[config.mk]
export PLATFORM = sky130hd
export DESIGN_NAME = k_way_sorted_merge
export DESIGN_NICKNAME = d
export VERILOG_FILES = /design/src/design/kwm_pkg.sv /design/src/design/k_way_sorted_merge.sv /design/src/design/kwm_front.sv /design/src/design/kwm_heap.sv
export SDC_FILE = /design/constraint.sdc
export NUM_CORES = 1
export LEC_CHECK = 0
export ABC_AREA = 1
export BUFFER_PORTS_ARGS = -buffer_cell sky130_fd_sc_hd__clkbuf_2
export CORE_AREA = 2 2 449 451
export CTS_CLUSTER_DIAMETER = 150
export DETAILED_ROUTE_END_ITERATION = 7
export DIE_AREA = 0 0 451 453
export GPL_TIMING_DRIVEN = 1
export SETUP_SLACK_MARGIN = 0.1
export SLEW_MARGIN = 20
export SYNTH_ARGS = -nofsm -noshare
export SYNTH_HDL_FRONTEND = slang
export SYNTH_SLANG_ARGS = --single-unit
[constraint.sdc]
create_clock -name i_clk -period 5 [get_ports i_clk]
set_input_delay 0.25 -clock i_clk [delete_from_list [all_inputs] [get_ports i_clk]]
set_output_delay 0.25 -clock i_clk [all_outputs]
set_load 0.02 [all_outputs]
[src/design/kwm_pkg.sv]
// Shared types and constants for the k-way sorted merge block.
// No dependencies.
`default_nettype none
package kwm_pkg;
    localparam int unsigned VAL_W  = 32;
    localparam int unsigned SRC_W  = 4;
    localparam int unsigned CNT_W  = 5;

    // one input transaction as it travels from the front to the back part
    typedef struct packed {
        logic [SRC_W-1:0] src;
        logic [VAL_W-1:0] val;
        logic             has;
    } t_item;

    // one result transaction
    typedef struct packed {
        logic [VAL_W-1:0] val;
        logic [SRC_W-1:0] src;
        logic             last;
        logic             no_data;
    } t_result;
endpackage
`default_nettype wire

[src/design/k_way_sorted_merge.sv]
// Top level of the k-way sorted merge: input queue, heap engine, config register.
// Depends on kwm_pkg, kwm_front, kwm_heap.
//
// channel  direction  handshake                payload
// input    in         push / full              list_index, item_value, has_value
// result   out        pop / empty              merged_value, source_list, last, no_data
// config   in         i_cfg_valid/o_cfg_ready  lists_in_use (5 bits)
//
// An item is taken, then sifted up through the heap (read parent, compare, per
// level) and placed before the decide step; after a pop the tail is moved to the
// root and sifted down (read children, compare, per level) and placed.
// Reset is synchronous; the heap is empty and the first load phase waits.
// A result waits in its own register; a new item is taken only when it has
// been popped. Up to two items queue ahead of the heap engine.
`default_nettype none
module k_way_sorted_merge #(
    parameter int unsigned MAX_LISTS = 16
) (
    input  wire         i_clk,
    input  wire         i_rst_n,
    input  wire         push,
    output logic        full,
    input  wire  [3:0]  i_list_index,
    input  wire  [31:0] i_item_value,
    input  wire         i_has_value,
    output logic        empty,
    input  wire         pop,
    output logic [31:0] o_merged_value,
    output logic [3:0]  o_source_list,
    output logic        o_last,
    output logic        o_no_data,
    input  wire         i_cfg_valid,
    output logic        o_cfg_ready,
    input  wire  [4:0]  i_cfg_data
);
    localparam int unsigned IDX_W = (MAX_LISTS > 1) ? $clog2(MAX_LISTS) : 1;

    logic [kwm_pkg::CNT_W-1:0] r_lists;
    kwm_pkg::t_item            w_in, w_q;
    kwm_pkg::t_result          w_res;
    logic                      w_qv, w_take, w_rv;

    assign o_cfg_ready = 1'b1;

    // hold the lists_in_use register
    always_ff @(posedge i_clk) begin
        if (!i_rst_n) r_lists <= 5'd16;
        else if (i_cfg_valid && o_cfg_ready) r_lists <= i_cfg_data;
    end

    assign w_in = '{src: i_list_index, val: i_item_value, has: i_has_value};

    kwm_front #(.DEPTH_W(1)) u_front (
        .i_clk(i_clk), .i_rst_n(i_rst_n), .i_push(push), .o_full(full),
        .i_item(w_in), .o_valid(w_qv), .i_take(w_take), .o_item(w_q)
    );

    kwm_heap #(.MAX_LISTS(MAX_LISTS), .IDX_W(IDX_W)) u_heap (
        .i_clk(i_clk), .i_rst_n(i_rst_n), .i_lists(r_lists),
        .i_valid(w_qv), .o_take(w_take), .i_item(w_q),
        .o_res_valid(w_rv), .i_res_take(pop), .o_res(w_res)
    );

    assign empty          = !w_rv;
    assign o_merged_value = w_res.val;
    assign o_source_list  = w_res.src;
    assign o_last         = w_res.last;
    assign o_no_data      = w_res.no_data;
endmodule
`default_nettype wire

[src/design/kwm_front.sv]
// Front part: input queue of accepted transactions ahead of the heap engine.
// Depends on kwm_pkg.
`default_nettype none
module kwm_front #(
    parameter int unsigned DEPTH_W = 1
) (
    input  wire               i_clk,
    input  wire               i_rst_n,
    input  wire               i_push,
    output logic              o_full,
    input  kwm_pkg::t_item    i_item,
    output logic              o_valid,
    input  wire               i_take,
    output kwm_pkg::t_item    o_item
);
    localparam int unsigned DEPTH = 1 << DEPTH_W;

    kwm_pkg::t_item       r_mem [DEPTH];
    logic [DEPTH_W-1:0]   r_wr, r_rd;
    logic [DEPTH_W:0]     r_cnt;
    logic                 w_put, w_get;

    assign o_full  = (r_cnt == (DEPTH_W+1)'(DEPTH));
    assign o_valid = (r_cnt != '0);
    assign o_item  = r_mem[r_rd];
    assign w_put   = i_push && !o_full;
    assign w_get   = i_take && o_valid;

    // store transaction
    always_ff @(posedge i_clk) begin
        if (w_put) begin
            r_mem[r_wr] <= i_item;
        end
    end

    // advance pointers
    always_ff @(posedge i_clk) begin
        if (!i_rst_n) begin
            r_wr  <= '0;
            r_rd  <= '0;
            r_cnt <= '0;
        end else begin
            if (w_put) r_wr <= r_wr + 1'b1;
            if (w_get) r_rd <= r_rd + 1'b1;
            r_cnt <= r_cnt + (DEPTH_W+1)'(w_put) - (DEPTH_W+1)'(w_get);
        end
    end
endmodule
`default_nettype wire

[src/design/kwm_heap.sv]
// Back part: min-heap engine, sifting one level per read and compare step, with result register.
// Depends on kwm_pkg.
`default_nettype none
module kwm_heap #(
    parameter int unsigned MAX_LISTS = 16,
    parameter int unsigned IDX_W     = 4
) (
    input  wire                          i_clk,
    input  wire                          i_rst_n,
    input  wire [kwm_pkg::CNT_W-1:0]     i_lists,
    input  wire                          i_valid,
    output logic                         o_take,
    input  kwm_pkg::t_item               i_item,
    output logic                         o_res_valid,
    input  wire                          i_res_take,
    output kwm_pkg::t_result             o_res
);
    typedef enum logic [2:0] {
        S_IDLE, S_UP_RD, S_UP_CMP, S_DECIDE, S_DN_RD, S_DN_CMP
    } t_state;

    localparam int unsigned CW = IDX_W + 1;

    logic [kwm_pkg::VAL_W-1:0] r_hv [MAX_LISTS];
    logic [kwm_pkg::SRC_W-1:0] r_hs [MAX_LISTS];

    t_state                    r_state;
    logic [CW-1:0]             r_count, r_loads;
    logic                      r_loading;
    logic [IDX_W-1:0]          r_i;
    logic [kwm_pkg::VAL_W-1:0] r_cv;    // value being sifted
    logic [kwm_pkg::SRC_W-1:0] r_cs;
    logic [kwm_pkg::VAL_W-1:0] r_pv, r_lv, r_rv;
    logic [kwm_pkg::SRC_W-1:0] r_ps, r_ls, r_rs;
    logic                      r_lok, r_rok;
    kwm_pkg::t_result          r_res;
    logic                      r_res_valid;

    logic [CW-1:0]             w_run;
    logic [CW-1:0]             w_tail;
    logic [CW:0]               w_l, w_r;
    logic                      w_lt_p, w_l_lt_c, w_r_lt_c, w_r_lt_l;

    // strict order on value then source index
    function automatic logic f_less(input logic [kwm_pkg::VAL_W-1:0] av,
                                    input logic [kwm_pkg::SRC_W-1:0] as,
                                    input logic [kwm_pkg::VAL_W-1:0] bv,
                                    input logic [kwm_pkg::SRC_W-1:0] bs);
        if (av != bv) return $signed(av) < $signed(bv);
        return as < bs;
    endfunction

    // clamp lists_in_use to 1..MAX_LISTS
    always_comb begin
        if (i_lists == '0)
            w_run = CW'(1);
        else if ({1'b0, i_lists} > 6'(MAX_LISTS))
            w_run = CW'(MAX_LISTS);
        else
            w_run = CW'(i_lists);
    end

    assign w_tail   = r_count - 1'b1;
    assign w_l      = {1'b0, r_i, 1'b1};
    assign w_r      = w_l + 1'b1;
    assign w_lt_p   = f_less(r_cv, r_cs, r_pv, r_ps);
    assign w_l_lt_c = r_lok && f_less(r_lv, r_ls, r_cv, r_cs);
    assign w_r_lt_c = r_rok && f_less(r_rv, r_rs, r_cv, r_cs);
    assign w_r_lt_l = f_less(r_rv, r_rs, r_lv, r_ls);

    assign o_take      = (r_state == S_IDLE) && i_valid && !r_res_valid;
    assign o_res_valid = r_res_valid;
    assign o_res       = r_res;

    // heap sequencer and result register
    always_ff @(posedge i_clk) begin
        if (!i_rst_n) begin
            r_state     <= S_IDLE;
            r_count     <= '0;
            r_loads     <= '0;
            r_loading   <= 1'b1;
            r_res_valid <= 1'b0;
        end else begin
            if (r_res_valid && i_res_take) r_res_valid <= 1'b0;
            unique case (r_state)
                S_IDLE: begin
                    if (o_take) begin
                        r_cv <= i_item.val;
                        r_cs <= i_item.src;
                        if (i_item.has && r_count < CW'(MAX_LISTS)) begin
                            r_i     <= r_count[IDX_W-1:0];
                            r_count <= r_count + 1'b1;
                            r_state <= S_UP_RD;
                        end else begin
                            r_state <= S_DECIDE;
                        end
                    end
                end
                S_UP_RD: begin
                    // fetch parent of hole, or place the item if the hole is the root
                    if (r_i == '0) begin
                        r_hv[r_i] <= r_cv;
                        r_hs[r_i] <= r_cs;
                        r_state   <= S_DECIDE;
                    end else begin
                        r_pv    <= r_hv[(r_i - 1'b1) >> 1];
                        r_ps    <= r_hs[(r_i - 1'b1) >> 1];
                        r_state <= S_UP_CMP;
                    end
                end
                S_UP_CMP: begin
                    if (w_lt_p) begin
                        r_hv[r_i] <= r_pv;
                        r_hs[r_i] <= r_ps;
                        r_i       <= (r_i - 1'b1) >> 1;
                        r_state   <= S_UP_RD;
                    end else begin
                        r_hv[r_i] <= r_cv;
                        r_hs[r_i] <= r_cs;
                        r_state   <= S_DECIDE;
                    end
                end
                S_DECIDE: begin
                    r_state <= S_IDLE;
                    if (r_loading && (r_loads + 1'b1) < w_run) begin
                        r_loads <= r_loads + 1'b1;
                    end else if (r_count == '0) begin
                        // empty heap: report no data only at end of a load
                        r_loads   <= '0;
                        r_loading <= 1'b1;
                        if (r_loading) begin
                            r_res       <= '{val: '0, src: '0, last: 1'b1, no_data: 1'b1};
                            r_res_valid <= 1'b1;
                        end
                    end else begin
                        // pop root; if items remain, move tail into root and sift down
                        r_loading <= 1'b0;
                        r_loads   <= '0;
                        r_res     <= '{val: r_hv[0], src: r_hs[0],
                                       last: (r_count == CW'(1)), no_data: 1'b0};
                        r_res_valid <= 1'b1;
                        r_count   <= r_count - 1'b1;
                        if (r_count == CW'(1)) begin
                            r_loading <= 1'b1;
                        end else begin
                            r_cv    <= r_hv[w_tail[IDX_W-1:0]];
                            r_cs    <= r_hs[w_tail[IDX_W-1:0]];
                            r_i     <= '0;
                            r_state <= S_DN_RD;
                        end
                    end
                end
                S_DN_RD: begin
                    // fetch children that lie inside the heap
                    r_lok <= w_l < {1'b0, r_count};
                    r_rok <= w_r < {1'b0, r_count};
                    r_lv  <= r_hv[w_l[IDX_W-1:0]];
                    r_ls  <= r_hs[w_l[IDX_W-1:0]];
                    r_rv  <= r_hv[w_r[IDX_W-1:0]];
                    r_rs  <= r_hs[w_r[IDX_W-1:0]];
                    r_state <= S_DN_CMP;
                end
                S_DN_CMP: begin
                    if (w_r_lt_c && (!r_lok || w_r_lt_l) && !(w_l_lt_c && !w_r_lt_l)) begin
                        r_hv[r_i] <= r_rv;
                        r_hs[r_i] <= r_rs;
                        r_i       <= w_r[IDX_W-1:0];
                        r_state   <= S_DN_RD;
                    end else if (w_l_lt_c) begin
                        r_hv[r_i] <= r_lv;
                        r_hs[r_i] <= r_ls;
                        r_i       <= w_l[IDX_W-1:0];
                        r_state   <= S_DN_RD;
                    end else begin
                        r_hv[r_i] <= r_cv;
                        r_hs[r_i] <= r_cs;
                        r_state   <= S_IDLE;
                    end
                end
                default: r_state <= S_IDLE;
            endcase
        end
    end
endmodule
`default_nettype wire
[After elaboration in Yosys (flattened, before gate mapping)]
Memory sizes are Yosys's and may differ from the RTL's. A register that Yosys moved wholly into a read port is not among the register bits.
Index checks and enable logic that the tools add are counted.
W data, S select, Z words.
Storage, ports and cells
  bits in registers: 104
  memory bits (writable): 650
  input port bits: 47
  output and inout port bits: 41
  logic and storage cells: 204
  memories: 3
Operators by class
  $add $sub $neg: 9
  magnitude comparators: 13
  equal/unequal tests: 19
  mux-type cells: 98
  bitwise logic cells: 12
  reductions and logical operators: 32
Memories
  u_heap.r_hv: words 16, bits a word 32, read ports 5, clocked after memory_dff 3, wr ports 1, RTL line kwm_heap.sv:24  | logic [kwm_pkg::VAL_W-1:0] r_hv [MAX_LISTS];
  u_front.r_mem: words 2, bits a word 37, read ports 1, clocked after memory_dff 1, wr ports 1, RTL line kwm_front.sv:18  | kwm_pkg::t_item r_mem [DEPTH];
  u_heap.r_hs: words 16, bits a word 4, read ports 5, clocked after memory_dff 3, wr ports 1, RTL line kwm_heap.sv:25  | logic [kwm_pkg::SRC_W-1:0] r_hs [MAX_LISTS];
Operator list (count)
  $mux W32: 9
  $lt A32 B32 Y1: 4
  $ne A32 B32 Y1: 4
  $mux W38: 2
  $mux W4: 17
  $pmux W32 S2: 1
  $mux W1: 50
  $mux W5: 7
  $mux W3: 6
  $pmux W3 S6: 1
  $lt A4 B4 Y1: 4
  $pmux W4 S4: 1
  $logic_and A1 B1 Y1: 12
  $add A5 B1 Y5 const B: 2
  $logic_not A5 Y1: 2
  $lt A5 B5 Y1: 2
  $ne A2 B2 Y1 const B: 5
  $or A1 B1 Y1: 10
  $pmux W5 S2: 1
  $reduce_and A9 Y1: 1
  $pmux W4 S2: 1
  $add A5 B1 Y6 const B: 1
  $eq A3 B2 Y1 const B: 2
  $eq A3 B3 Y1 const B: 2
  26 further kinds: 36

[Logic depth before layout (Yosys ltp)]
  depth after elaboration: 14
  gate-level depth with buffers: 23
  depth with buffers taken out: 23

[Modules after synthesis]
Synthesis repeated with hierarchy kept, for this count alone.
Second synthesis, totals
  cell total of the unflattened synthesis: 4860
  area, all modules: 46044.2 um2
By module, submodules not included
  kwm_heap: times used 1, cells each 4674, area an instance 42746.0 um2, sequential area each 23242.3 um2
  kwm_front: times used 1, cells each 153, area an instance 3070.4 um2, sequential area each 2322.2 um2
  k_way_sorted_merge: times used 1, cells each 33, area an instance 227.7 um2, sequential area each 100.1 um2

[Worst setup path after synthesis]
Ideal clock, no wire load.
  kind: reg2reg
  start: register u_heap.r_i[0]
  end: memory u_heap.r_hs[1][0] (netlist name), enable pin
  library setup time: 0.474 ns
  arrival: 4.362 ns
  required time: 4.526 ns
  setup slack: 0.164 ns
  stages on the path, launching flop included: 11
  path buffers: 2
  clock period less this slack: 4.836 ns
  cells stage by stage: edfxtp_1 -> inv_1 -> clkbuf_1 -> clkbuf_1 -> ha_1 -> inv_1 -> nor2_1 -> inv_1 -> nor2_1 -> o31ai_1 -> nor3_1
Between the ends
  cells in the longest elaborated chain, start to end: 10
RTL lines
  start: declaration: RTL line kwm_heap.sv:30  | logic [IDX_W-1:0] r_i;
  start signal: assignment: RTL line kwm_heap.sv:91  | r_i <= r_count[IDX_W-1:0];
  start signal: assignment: RTL line kwm_heap.sv:115  | r_i <= (r_i - 1'b1) >> 1;
  start signal: assignment: RTL line kwm_heap.sv:167  | r_i <= w_r[IDX_W-1:0];
  $logic_not A4 Y1: RTL line kwm_heap.sv:101  | if (r_i == '0) begin
  $mux W1: RTL line kwm_heap.sv:101
  $mux W1: RTL line kwm_heap.sv:85  | unique case (r_state)
  $mux W1: RTL line kwm_heap.sv:77  | if (!i_rst_n) begin
  $mux W1 (not written as such): RTL line kwm_heap.sv:103  | r_hs[r_i] <= r_cs;
  $or A1 B1 Y1 (no source line) (5 in a row)
  end: declaration: RTL line kwm_heap.sv:25
Several ways; a longest one is shown, not always the timed one.

[Final worst setup path]
  start: register u_heap.r_cv[7] (netlist name)
  end: memory u_heap.r_hv[7][2] (netlist name) (data pin)
Between the ends
  cells in the longest elaborated chain, start to end: 14
  elaborated cells between the ends (all ways): 48
  classes of those cells: order compare (3); eq/ne (3); mux (36); reduce/logical (6)
RTL lines
  start: declaration: RTL line kwm_heap.sv:31  | logic [kwm_pkg::VAL_W-1:0] r_cv;
  start signal: assignment: RTL line kwm_heap.sv:88  | r_cv <= i_item.val;
  start signal: assignment: RTL line kwm_heap.sv:146  | r_cv <= r_hv[w_tail[IDX_W-1:0]];
  $lt A32 B32 Y1 / $ne A32 B32 Y1 (equally long branches): RTL line kwm_heap.sv:49  | if (av != bv) return $signed(av) < $signed(bv);
  $mux W1: RTL line kwm_heap.sv:49
  $mux W1: RTL line kwm_heap.sv:50  | return as < bs;
  $logic_and A1 B1 Y1: RTL line kwm_heap.sv:67  | assign w_l_lt_c = r_lok && f_less(r_lv, r_ls, r_cv, r_cs);
  $logic_and A1 B1 Y1: RTL line kwm_heap.sv:164  | if (w_r_lt_c && (!r_lok || w_r_lt_l) && !(w_l_lt_c && !w_r_lt_l)) begin
  $logic_not A1 Y1: RTL line kwm_heap.sv:164
  $logic_and A1 B1 Y1: RTL line kwm_heap.sv:164
  $mux W1: RTL line kwm_heap.sv:164
  $mux W1: RTL line kwm_heap.sv:85
  $mux W1: RTL line kwm_heap.sv:77
  $mux W1 (not written as such): RTL line kwm_heap.sv:165  | r_hv[r_i] <= r_rv;
  $mux W32 (no source line) (2 in a row)
  $mux W32 (no source line) *
  end: declaration: RTL line kwm_heap.sv:24
Every way passes the cells marked *; elsewhere a longest branch is shown, timed or not. The select of a mux whose other input is x is not followed.

==> results.yml <==
sta:
  finalMaxSlewViolations: 0
  fin_skew_ns: 0.0244
  slew_headroom_pct: 13.3
  rsz0062_at_grt: "false"
  hold_slack_ns: 0.190
  max_freq_mhz: 260
  fin_crit_sh_pct: 76.9
  setup_viol_count_final: 0
  hold_viol: 0
  min_period_ns: 3.84
  worstMarginPinSlew_ns: 1.30
  setup_tns_ns: 0
drt:
  via_per_inst: 5.12
  ant_nets: 0
  wl_per_cell_um: 22.1
  drt_first_pass_iters: 8
  wirelength_um: 167000
  drtIter0Drc: 5486
  vias: 38700
  drc: 0
placement:
  dp_hpwl_um: 99200
  port_buffers: 86
  placed_area_um2: 49500
  place_congestion: 0.916
  dp.cells: 7334
clocking:
  h-tree-depth: 3
  cts_tree: "built"
  cts_sinks: 863
  clk_pin_slew_ns: 0.06
  cts_buffer_depth: 3
  cts_setup_buffers: 0
  post_cts_resized: 0
  ctsHoldBuffers: 53
  cts_root_buf: "clkbuf_16"
  cts_made_buffers: 98
  clock_latency_ns: 0.72
layout:
  finalNonFillerCells: 7563
  final_common_cell: "edfxtp_1"
  n_antenna_cell: 0
  fin_nets: 5041
  mostFrequentLayoutCells: "838 x edfxtp_1, 815 x nand2_1, 676 x o21ai_0"
  areaGrowthSynthToFinish_pct: 16.3
  design_area_um2: 53200
  layout-drive-gt1-share_pct: 8.82
  fillers: 20800
grt:
  first_global_vias: 36800
  busiest_layer: "met2"
  antenna_found_initial: 4
  grt_pass1_wl_um: 243000
  grt_max_degree: 217
  track_usage_pct: 15.7
  met1_usage_pct: 20.7
  grt_util_met2_pct: 25.2
  grt.met3_usage_pct: 2.86
  grt-ovfl-total: 0
critical_path:
  arrival_ns: 4.27
  critPathLaunchType: "register"
  crit_fanout: 20
  cp.required_ns: 5.43
  crit_path_end_kind: "register"
  startpoint: "u_heap.r_cv[7]"
  crit_type: "reg -> reg"
  r2r-start: "u_heap.r_cv[7]"
logic_synthesis:
  async_flop_share_pct: 0
  syn_area_um2: 45700
  synth-seq-cells: 863
  ys_seq_area_share_pct: 56.1
  yosysWarningCount: 0
  ys_types: 54
  synth_flop_cell: "edfxtp_1"
  synth_enable_flop_cells: 838
  syn_avg_cell_area_um2: 9.47
  synth_cells: 4828
  synth_nets: 5038
min_path:
  hold_class: "in -> reg"
  holdCritStartpoint: "push"
floorplanning:
  die_h_um: 453
  fp-row-count: 164
  ios: 88
  die_width_um: 451
  dieArea_um2: 204000
  start_util_pct: 22.9
  core_region_area_um2: 199000
power_and_ir_drop:
  powerDensity_nw_per_um2: 597
  power_mw: 31.8
  peakVddDrop_mv: 1.03
  leakage_nw: 19.7
flow_run:
  drv_cap: 0
status:
  status: "complete, no violations"
## layout make-up
class	instances	area [µm²]	share of cell area, %
Timing Repair Buffer	240	2060	3.87
Multi-Input combinational cell	3177	17300	32.5
Inverter	451	1710	3.22
Sequential cell	863	25700	48.3
Clock buffer	123	2640	4.96
Tap cell	2656	3320	6.25
Clock inverter	53	515	0.969
## flip-flops by register name, indices dropped and copies added (netlist names), 2 cells and up, named ones only
| name | count |
|---|---|
| u_heap.r_cv | 32 |
| u_heap.o_res | 38 |
| u_heap.r_rs | 4 |
| u_heap.r_hs | 64 |
| u_heap.r_ls | 4 |
| u_front.r_mem | 74 |
| u_heap.r_count | 5 |
| u_heap.r_loads | 5 |
| u_heap.r_hv | 512 |
| u_heap.r_cs | 4 |
| u_heap.r_lv | 32 |
| r_lists | 5 |
| u_heap.r_ps | 4 |
| u_heap.r_rv | 32 |
| u_heap.r_i | 4 |
| u_heap.r_pv | 32 |
| u_heap.r_state | 3 |
| u_front.r_cnt | 2 |
## cell usage after synthesis, drive strengths merged, types with 2 or more instances
| cell | instances | area share [%] |
|---|---|---|
| nor2 | 460 | 3.8 |
| o21ai | 716 | 7.8 |
| buf | 50 | 0.57 |
| nand2 | 820 | 6.8 |
| a31oi | 113 | 1.5 |
| a21o | 4 | 0.066 |
| clkinv | 3 | 0.025 |
| inv | 448 | 3.7 |
| nand3 | 103 | 1.3 |
| o22ai | 77 | 1.1 |
| edfxtp | 838 | 55 |
| a32oi | 35 | 0.67 |
| clkbuf | 287 | 2.4 |
| nor4 | 4 | 0.10 |
| a211oi | 36 | 0.59 |
| nand4 | 85 | 1.2 |
| mux2i | 32 | 0.70 |
| o221ai | 40 | 0.77 |
| o211ai | 75 | 1.2 |
| nor3 | 13 | 0.17 |
| a21oi | 326 | 3.6 |
| ha | 163 | 4.5 |
| o31ai | 38 | 0.62 |
| a21boi | 2 | 0.033 |
| a22oi | 5 | 0.082 |
| xnor2 | 4 | 0.077 |
| o21a | 9 | 0.15 |
| dfxtp | 25 | 1.1 |
| xor2 | 9 | 0.17 |
## per-layer routing
metal	wire length, µm	up-vias
li1	-	17200
met2	76100	2397
met1	66500	18700
met4	7470	2
met5	13	-
met3	17000	478
## through the flow
step                setup WS (ns)  util (%)
finish                       1.16      26.7
global route                0.994      26.7
CTS                          1.24      26.7
detailed placement           1.29      24.8
global placement             1.30      24.8
floorplan                   0.164         -
## critical path: stages, from the launching register on
cell	delay, ns
edfxtp_1	0.38
inv_1	0.07
ha_1	0.29
nand2_1	0.07
nor2_1	0.18
nand4_1	0.16
nor2_1	0.31
nand4_1	0.29
o21ai_1	0.34
a21oi_4	0.10
nand2_8	0.12
nand2_8	0.07
nor2_8	0.37
buf_12	0.28
nand3_2	0.08
nand2_1	0.42
## where the power goes
group	internal, mW	leakage (nW)	switching (mW)
Combinational	4.04	10.3	10.9
Sequential	9.31	7.79	0.295
Clock	4.23	1.54	3.02
## final timing paths
path	end	slack [ns]	depth (start not counted)
worst min-delay path	u_front.r_wr	0.19	4
worst max register to register	u_heap.r_hv[7][2]	1.16	15
worst min register to register	u_front.r_cnt[1]	0.45	1
worst max-delay path	u_heap.r_hv[7][2]	1.16	15
## cells by family (layout without fill, tap and decap cells)
group,after synthesis,count (layout),share of synthesized area [%]
simple gates,1488,1488,13.5
compound gates,1480,1480,18.3
flops,863,863,56.1
buf+inv,788,867,6.63
fa+ha+maj,163,163,4.46
mux,32,32,0.701
xor+xnor,13,13,0.249
other cells,1,1,0.00820
Note: power is estimated with default switching activity, not from simulation.
